`src/hw/rtl/skvt_pkg.sv`:
```
// skvt_pkg: shared constants and types for the small key/value table
// no dependencies; used by small_key_value_table_core
`timescale 1ns / 1ps

package skvt_pkg;

    // table geometry
    localparam int SLOTS   = 16;
    localparam int IDX_W   = $clog2(SLOTS);
    localparam int CNT_W   = IDX_W + 1;
    localparam int KEY_W   = 32;
    localparam int VAL_W   = 32;
    localparam int FUNC_W  = 2;
    localparam int CFG_W   = 5;

    // reset value of the active slot count register
    localparam logic [CFG_W-1:0] CFG_RESET = CFG_W'(16);

    // operation codes
    typedef enum logic [FUNC_W-1:0] {
        FN_LOOKUP = 2'd0,
        FN_INSERT = 2'd1,
        FN_REMOVE = 2'd2
    } func_t;

    // sequencer states
    typedef enum logic [1:0] {
        ST_IDLE  = 2'd0,
        ST_SCAN  = 2'd1,
        ST_WRITE = 2'd2,
        ST_DONE  = 2'd3
    } state_t;

endpackage

```
`src/hw/rtl/small_key_value_table_core.sv`:
```
// small_key_value_table_core: fully associative key/value table with a serial scan
// depends on skvt_pkg (constants, opcode and state types)
`timescale 1ns / 1ps

// One operation (lookup, insert or remove) is taken per input beat and gives
// exactly one result beat. A single key comparator walks the active slots from
// index 0, one slot per cycle, so an operation is accepted, scans up to
// slots_in_use slots (at most 16), writes back for a successful insert and
// hands the result to the output register; a rejected item (key zero, unknown
// opcode, no active slots) skips the scan and goes straight to the hand-over.
// Lookups and removes stop at the first match. The input is not ready while
// an operation is in progress; the output register lets the next beat be
// accepted while a finished result is still waiting. The key store is cleared
// by reset; slots_in_use (reset 16, saturating at 16) may only be written
// while the block is idle.
module small_key_value_table_core (
    input  logic        aclk,
    input  logic        aresetn,
    // operation input
    input  logic        s_tvalid,
    output logic        s_tready,
    input  logic [63:0] s_tdata,   // [31:0] key, [63:32] new_value
    input  logic [1:0]  s_tuser,   // [1:0] func
    // result output
    output logic        m_tvalid,
    input  logic        m_tready,
    output logic [31:0] m_tdata,   // [31:0] value_out
    output logic        m_tuser,   // [0] success
    // configuration write channel
    input  logic        cfg_valid,
    output logic        cfg_ready,
    input  logic [4:0]  cfg_data   // slots_in_use
);

    localparam int IDX_W = skvt_pkg::IDX_W;
    localparam int CNT_W = skvt_pkg::CNT_W;
    localparam int KEY_W = skvt_pkg::KEY_W;
    localparam int VAL_W = skvt_pkg::VAL_W;

    skvt_pkg::state_t state_reg, state_next;

    logic [skvt_pkg::CFG_W-1:0]  cfg_reg;
    logic [KEY_W-1:0]            key_arr_reg [skvt_pkg::SLOTS];
    logic [VAL_W-1:0]            val_arr_reg [skvt_pkg::SLOTS];

    logic [skvt_pkg::FUNC_W-1:0] func_reg, func_next;
    logic [KEY_W-1:0]            key_reg, key_next;
    logic [VAL_W-1:0]            nval_reg, nval_next;
    logic [IDX_W-1:0]            idx_reg, idx_next;
    logic                        free_vld_reg, free_vld_next;
    logic [IDX_W-1:0]            free_idx_reg, free_idx_next;
    logic                        ok_reg, ok_next;
    logic [VAL_W-1:0]            res_reg, res_next;

    logic                        m_tvalid_reg, m_tvalid_next;
    logic                        m_success_reg, m_success_next;
    logic [VAL_W-1:0]            m_value_reg, m_value_next;

    logic                        in_beat;
    logic                        out_free;
    logic [CNT_W-1:0]            active_n;
    logic                        item_ok;
    logic                        hit;
    logic                        empty;
    logic                        last;
    logic                        scan_end;
    logic                        go_write;

    logic                        key_we;
    logic [IDX_W-1:0]            key_waddr;
    logic [KEY_W-1:0]            key_wdata;
    logic                        val_we;

    // configuration register, always ready
    assign cfg_ready = 1'b1;

    always_ff @(posedge aclk) begin
        if (!aresetn) begin
            cfg_reg <= skvt_pkg::CFG_RESET;
        end else if (cfg_valid) begin
            cfg_reg <= cfg_data;
        end
    end

    // active slot count, saturated at the table size
    always_comb begin
        if (32'(cfg_reg) > skvt_pkg::SLOTS) begin
            active_n = CNT_W'(skvt_pkg::SLOTS);
        end else begin
            active_n = CNT_W'(cfg_reg);
        end
    end

    // handshakes
    assign s_tready = (state_reg == skvt_pkg::ST_IDLE);
    assign in_beat  = s_tvalid && s_tready;
    assign out_free = !m_tvalid_reg || m_tready;

    // validity of a new item: nonzero key, known opcode, something to scan
    always_comb begin
        unique case (s_tuser)
            skvt_pkg::FN_LOOKUP,
            skvt_pkg::FN_INSERT,
            skvt_pkg::FN_REMOVE: item_ok = (s_tdata[31:0] != '0) && (active_n != '0);
            default:             item_ok = 1'b0;
        endcase
    end

    // shared comparator on the slot under the scan pointer
    assign hit   = (key_arr_reg[idx_reg] == key_reg);
    assign empty = (key_arr_reg[idx_reg] == '0);
    assign last  = ({1'b0, idx_reg} == (active_n - CNT_W'(1)));

    // scan termination per opcode
    always_comb begin
        scan_end = last;
        go_write = 1'b0;
        unique case (func_reg)
            skvt_pkg::FN_LOOKUP,
            skvt_pkg::FN_REMOVE: scan_end = hit || last;
            skvt_pkg::FN_INSERT: begin
                scan_end = hit || last;
                go_write = !hit && last && (free_vld_reg || empty);
            end
            default:             scan_end = 1'b1;
        endcase
    end

    // next state
    always_comb begin
        state_next = state_reg;
        unique case (state_reg)
            skvt_pkg::ST_IDLE: begin
                if (in_beat) begin
                    state_next = item_ok ? skvt_pkg::ST_SCAN : skvt_pkg::ST_DONE;
                end
            end
            skvt_pkg::ST_SCAN: begin
                if (go_write) begin
                    state_next = skvt_pkg::ST_WRITE;
                end else if (scan_end) begin
                    state_next = skvt_pkg::ST_DONE;
                end
            end
            skvt_pkg::ST_WRITE: begin
                state_next = skvt_pkg::ST_DONE;
            end
            skvt_pkg::ST_DONE: begin
                if (out_free) begin
                    state_next = skvt_pkg::ST_IDLE;
                end
            end
            default: state_next = skvt_pkg::ST_IDLE;
        endcase
    end

    // datapath and store write controls
    always_comb begin
        func_next      = func_reg;
        key_next       = key_reg;
        nval_next      = nval_reg;
        idx_next       = idx_reg;
        free_vld_next  = free_vld_reg;
        free_idx_next  = free_idx_reg;
        ok_next        = ok_reg;
        res_next       = res_reg;
        m_tvalid_next  = m_tvalid_reg && !m_tready;
        m_success_next = m_success_reg;
        m_value_next   = m_value_reg;
        key_we         = 1'b0;
        key_waddr      = idx_reg;
        key_wdata      = '0;
        val_we         = 1'b0;

        unique case (state_reg)
            skvt_pkg::ST_IDLE: begin
                // capture the operation
                if (in_beat) begin
                    func_next     = s_tuser;
                    key_next      = s_tdata[31:0];
                    nval_next     = s_tdata[63:32];
                    idx_next      = '0;
                    free_vld_next = 1'b0;
                    free_idx_next = '0;
                    ok_next       = 1'b0;
                    res_next      = '0;
                end
            end
            skvt_pkg::ST_SCAN: begin
                // one slot per cycle
                unique case (func_reg)
                    skvt_pkg::FN_LOOKUP: begin
                        if (hit) begin
                            ok_next  = 1'b1;
                            res_next = val_arr_reg[idx_reg];
                        end
                    end
                    skvt_pkg::FN_REMOVE: begin
                        if (hit) begin
                            ok_next   = 1'b1;
                            res_next  = val_arr_reg[idx_reg];
                            key_we    = 1'b1;
                            key_waddr = idx_reg;
                            key_wdata = '0;
                        end
                    end
                    skvt_pkg::FN_INSERT: begin
                        // remember the highest free slot seen so far
                        if (!hit && empty) begin
                            free_vld_next = 1'b1;
                            free_idx_next = idx_reg;
                        end
                    end
                    default: ;
                endcase
                if (!scan_end) begin
                    idx_next = idx_reg + IDX_W'(1);
                end
            end
            skvt_pkg::ST_WRITE: begin
                // insert write-back into the chosen free slot
                key_we    = 1'b1;
                key_waddr = free_idx_reg;
                key_wdata = key_reg;
                val_we    = 1'b1;
                ok_next   = 1'b1;
            end
            skvt_pkg::ST_DONE: begin
                // hand the result to the output register
                if (out_free) begin
                    m_tvalid_next  = 1'b1;
                    m_success_next = ok_reg;
                    m_value_next   = res_reg;
                end
            end
            default: ;
        endcase
    end

    // control registers
    always_ff @(posedge aclk) begin
        if (!aresetn) begin
            state_reg    <= skvt_pkg::ST_IDLE;
            m_tvalid_reg <= 1'b0;
        end else begin
            state_reg    <= state_next;
            m_tvalid_reg <= m_tvalid_next;
        end
    end

    // payload registers
    always_ff @(posedge aclk) begin
        func_reg      <= func_next;
        key_reg       <= key_next;
        nval_reg      <= nval_next;
        idx_reg       <= idx_next;
        free_vld_reg  <= free_vld_next;
        free_idx_reg  <= free_idx_next;
        ok_reg        <= ok_next;
        res_reg       <= res_next;
        m_success_reg <= m_success_next;
        m_value_reg   <= m_value_next;
    end

    // key store, cleared by reset
    always_ff @(posedge aclk) begin
        if (!aresetn) begin
            for (int i = 0; i < skvt_pkg::SLOTS; i++) begin
                key_arr_reg[i] <= '0;
            end
        end else if (key_we) begin
            key_arr_reg[key_waddr] <= key_wdata;
        end
    end

    // value store, written only together with a key
    always_ff @(posedge aclk) begin
        if (val_we) begin
            val_arr_reg[free_idx_reg] <= nval_reg;
        end
    end

    // outputs
    assign m_tvalid = m_tvalid_reg;
    assign m_tdata  = m_value_reg;
    assign m_tuser  = m_success_reg;

endmodule

```
`config.mk`:
```
export PLATFORM = sky130hd
export DESIGN_NAME = small_key_value_table_core
export DESIGN_NICKNAME = d
export VERILOG_FILES = /design/src/hw/rtl/skvt_pkg.sv /design/src/hw/rtl/small_key_value_table_core.sv
export SDC_FILE = /design/constraint.sdc
export NUM_CORES = 1
export LEC_CHECK = 0
export BUFFER_PORTS_ARGS = -buffer_cell sky130_fd_sc_hd__buf_2
export CORE_MARGIN = 2
export CORE_UTILIZATION = 65
export DETAILED_ROUTE_END_ITERATION = 8
export PLACE_DENSITY = 0.82
export SYNTH_ARGS = -nofsm -noshare
export SYNTH_HDL_FRONTEND = slang
export SYNTH_SLANG_ARGS = --single-unit
```
`constraint.sdc`:
```
create_clock -name aclk -period 11.08 [get_ports aclk]
set_clock_uncertainty 0.05 [all_clocks]
set_input_delay 2.216 -clock aclk [delete_from_list [all_inputs] [get_ports aclk]]
set_output_delay 2.216 -clock aclk [all_outputs]
set_load 0.05 [all_outputs]
```
==> results_dict.tcl <==
set metrics [dict create \
    cts_hold_buf 0 \
    max-vdd-ir-drop_mv 0.292 \
    hold_ws_ps 364 \
    clock_latency_ps 710 \
    synth_seq_cells 1177 \
    ff2ff_path_depth 13 \
    crit_path_start_kind "flip-flop" \
    rsz0062_at_grt "no" \
    synth_enable_flop_cells 1165 \
    dp_hpwl_microns 69900 \
    drcViolationCount 0 \
    grt_max_degree 119 \
    layout-drive-gt1-share_pct 21.7 \
    syn_nets 2964 \
    outcome "finished clean" \
    seq_area_frac_synth_pct 71.7 \
    core_sq_mm 0.0746 \
    max_freq_mhz 147 \
    final_common_cell "edfxtp_1" \
    path_max_fanout 118 \
    cp.depth 13 \
    async_reset_ff_share_pct 0 \
    area_growth_pct 10.4 \
    crit_path_frequent_cell "buf_4" \
    min_period_ps 6800 \
    num_rows 100 \
    pwr-share-clk_pct 29.8 \
    postCtsResizedCells 0 \
    synth_warnings 0 \
    timing.rr.end "key_arr_reg[7][22]" \
    critPathSlowestCell "dfxtp_4" \
    tightest_slew_ps 1170 \
    crit_chain "buf_12 > inv_2 > mux4_2 > mux2i_1 > xnor2_1 > nand4_1 > nor4_2 > nand4_4 > nor2_8 > a31oi_4 > buf_4 > o21ai_4 > buf_4" \
    grt_pass1_wl_microns 195000 \
    initial_core_util_pct 65.8 \
    first_iter_violations 4443 \
    clkSinkCount 1177 \
    grt_overflow 0 \
    synth_cells 2882 \
    setup_viol 0 \
    antenna_found_initial 7 \
    slew_headroom_pct 22.0 \
    min_path_cells 0 \
    place_worst_setup_slack_ps 4490 \
    dpl.cell_count 3818 \
    critPathKind "reg2reg" \
    p_int_uw 8660 \
    avgSynthCellArea_sq_um 17.0 \
    hold_viol 0 \
    critPathBufInv 4 \
    critical_path_arrival_ps 7050 \
    setup_ws_ps 4280 \
    r2r_slack_ps 4280 \
    die_w_microns 279 \
    io_pins 112 \
    p_seq_share_pct 45.7 \
    path_clk_slew_ps 60 \
    post_cts_buffers 0 \
    track_usage_pct 34.9 \
    required_ps 11330 \
    clockBufferDepth 3 \
    p_comb_share_pct 24.4 \
    routedWlPerCell_microns 33.2 \
    layout.nets 3046 \
    grt_pass1_vias 29222 \
    final_util_pct 72.7 \
    hp-class "reg2reg" \
    whs_endpoint "m_tdata[30]" \
    final.period_utilization_pct 61.3 \
    place_congestion 0.968 \
    die_height_microns 279 \
    port_buffers 110 \
    drv_cap 0 \
    powerDensity_mw_per_mm2 234 \
    firstDrtPassIters 8 \
    p_sw_share_pct 31.8 \
    via_count 28597 \
    ant_nets 0 \
    syn_area_sq_mm 0.0491 \
    final_cell_mix "1165 x edfxtp_1, 555 x nor2_1, 251 x mux4_2" \
    p_sw_uw 4030 \
    worstHoldStart "res_reg[30]" \
    htreeDepth 3 \
    cts-root-buf "clkbuf_16" \
    ys.flop_type "edfxtp_1" \
    cts_tree "built" \
    synth_cell_type_count 75 \
    instances_no_fill 4029 \
    end_kind "flip-flop" \
    dieArea_sq_mm 0.0777 \
    p_leak_uw 0.0172 \
    setup_tns_ps 0 \
    cpLargestDelayFamily "buffers and inverters" \
    vias_per_cell 7.10 \
    cts_buffers 113 \
    critPathMaxStageDelay_ps 950 \
    slew_violations 0 \
    totalWireLength_microns 134000 \
]
-- worst reg2reg max path, cell delays in order, from the launching register on --
cell     delay, ps
dfxtp_4        950
buf_12         720
inv_2          600
mux4_2         630
mux2i_1        190
xnor2_1        300
nand4_1        200
nor4_2         370
nand4_4        280
nor2_8         280
a31oi_4        340
buf_4          440
o21ai_4        520
buf_4          510
-- per-layer routing --
metal / track usage, % / wire length [microns]
met1: 43.1 / 43500
met2: 58.7 / 67400
met3: 7.25 / 14600
met4: 18.6 / 8010
met5: 0 / 76
-- cell families after synthesis --
| family | Yosys count | share of synthesized area, % |
|---|---|---|
| xor gates and xnor gates | 40 | 0.714 |
| AOI/OAI and AO/OA | 134 | 2.01 |
| other | 1 | 0.00764 |
| and+or+nand+nor | 903 | 8.17 |
| muxes | 410 | 14.8 |
| DFF | 1177 | 71.7 |
| buffers and inverters | 211 | 2.36 |
| adders and majority gates | 6 | 0.153 |
-- how the worst max path moves through the flow --
stage	from	end	slack, ps
after floorplan	aresetn	key_arr_reg[7][0]	4880
after global placement	flip-flop	key_arr_reg[7][18]	4580
after detailed placement	flip-flop	key_arr_reg[5][16]	4490
after CTS	flip-flop	key_arr_reg[5][24]	4430
after global routing	flip-flop	key_arr_reg[7][22]	3990
final	flip-flop	key_arr_reg[7][22]	4280
-- synth_stat cells (all sizes together) (5+ instances only) --
cell       n  area share, %
o21ai     31           0.32
dfxtp     12           0.49
clkbuf    95           0.73
nor2     570            4.4
xnor2     21           0.37
nand2     41           0.31
mux2      31           0.71
inv        8          0.061
nor3      16           0.16
o211ai     7           0.11
buf      107            1.6
edfxtp  1165             71
mux2i    128            2.6
a221oi     5          0.089
nand3    147            1.5
nor4      19           0.28
ha         6           0.15
nand4     10           0.16
mux4     251             12
a31oi     12           0.18
nor2b     17           0.22
xor2      19           0.34
or3        5          0.064
nand3b     6          0.092
nand2b     8           0.10
a22oi     21           0.32
a21oi     13           0.13
a22o       6           0.11
and2      44           0.56
-- cell type report --
type / count / area [sq um]
inverter: 9 / 33.8
antenna: 2 / 5.00
timing repair buffer: 169 / 1030
tap: 969 / 1210
sequential: 1177 / 35200
fill: 4194 / 20400
clock buffer: 129 / 2890
clock inverter: 80 / 719
multi-input combinational: 1494 / 13100
-- metrics by stage --
step	power [uW]	cell area, sq um
6_report	12700	54200
5_1_grt	13000	54200
4_1_cts	12600	54200
3_5_place_dp	8840	50600
3_3_place_gp	8740	50600
2_1_floorplan	7830	49100
-- power groups by stage --
stage	Combinational, uW	Sequential [uW]	Clock (uW)
final	3100	5800	3790
after global routing	3210	5830	3950
after CTS	3040	5790	3800
after detailed placement	2980	5860	0
after global placement	2920	5820	0
after floorplan	2220	5610	0
Power figures use the tool's default switching activity.
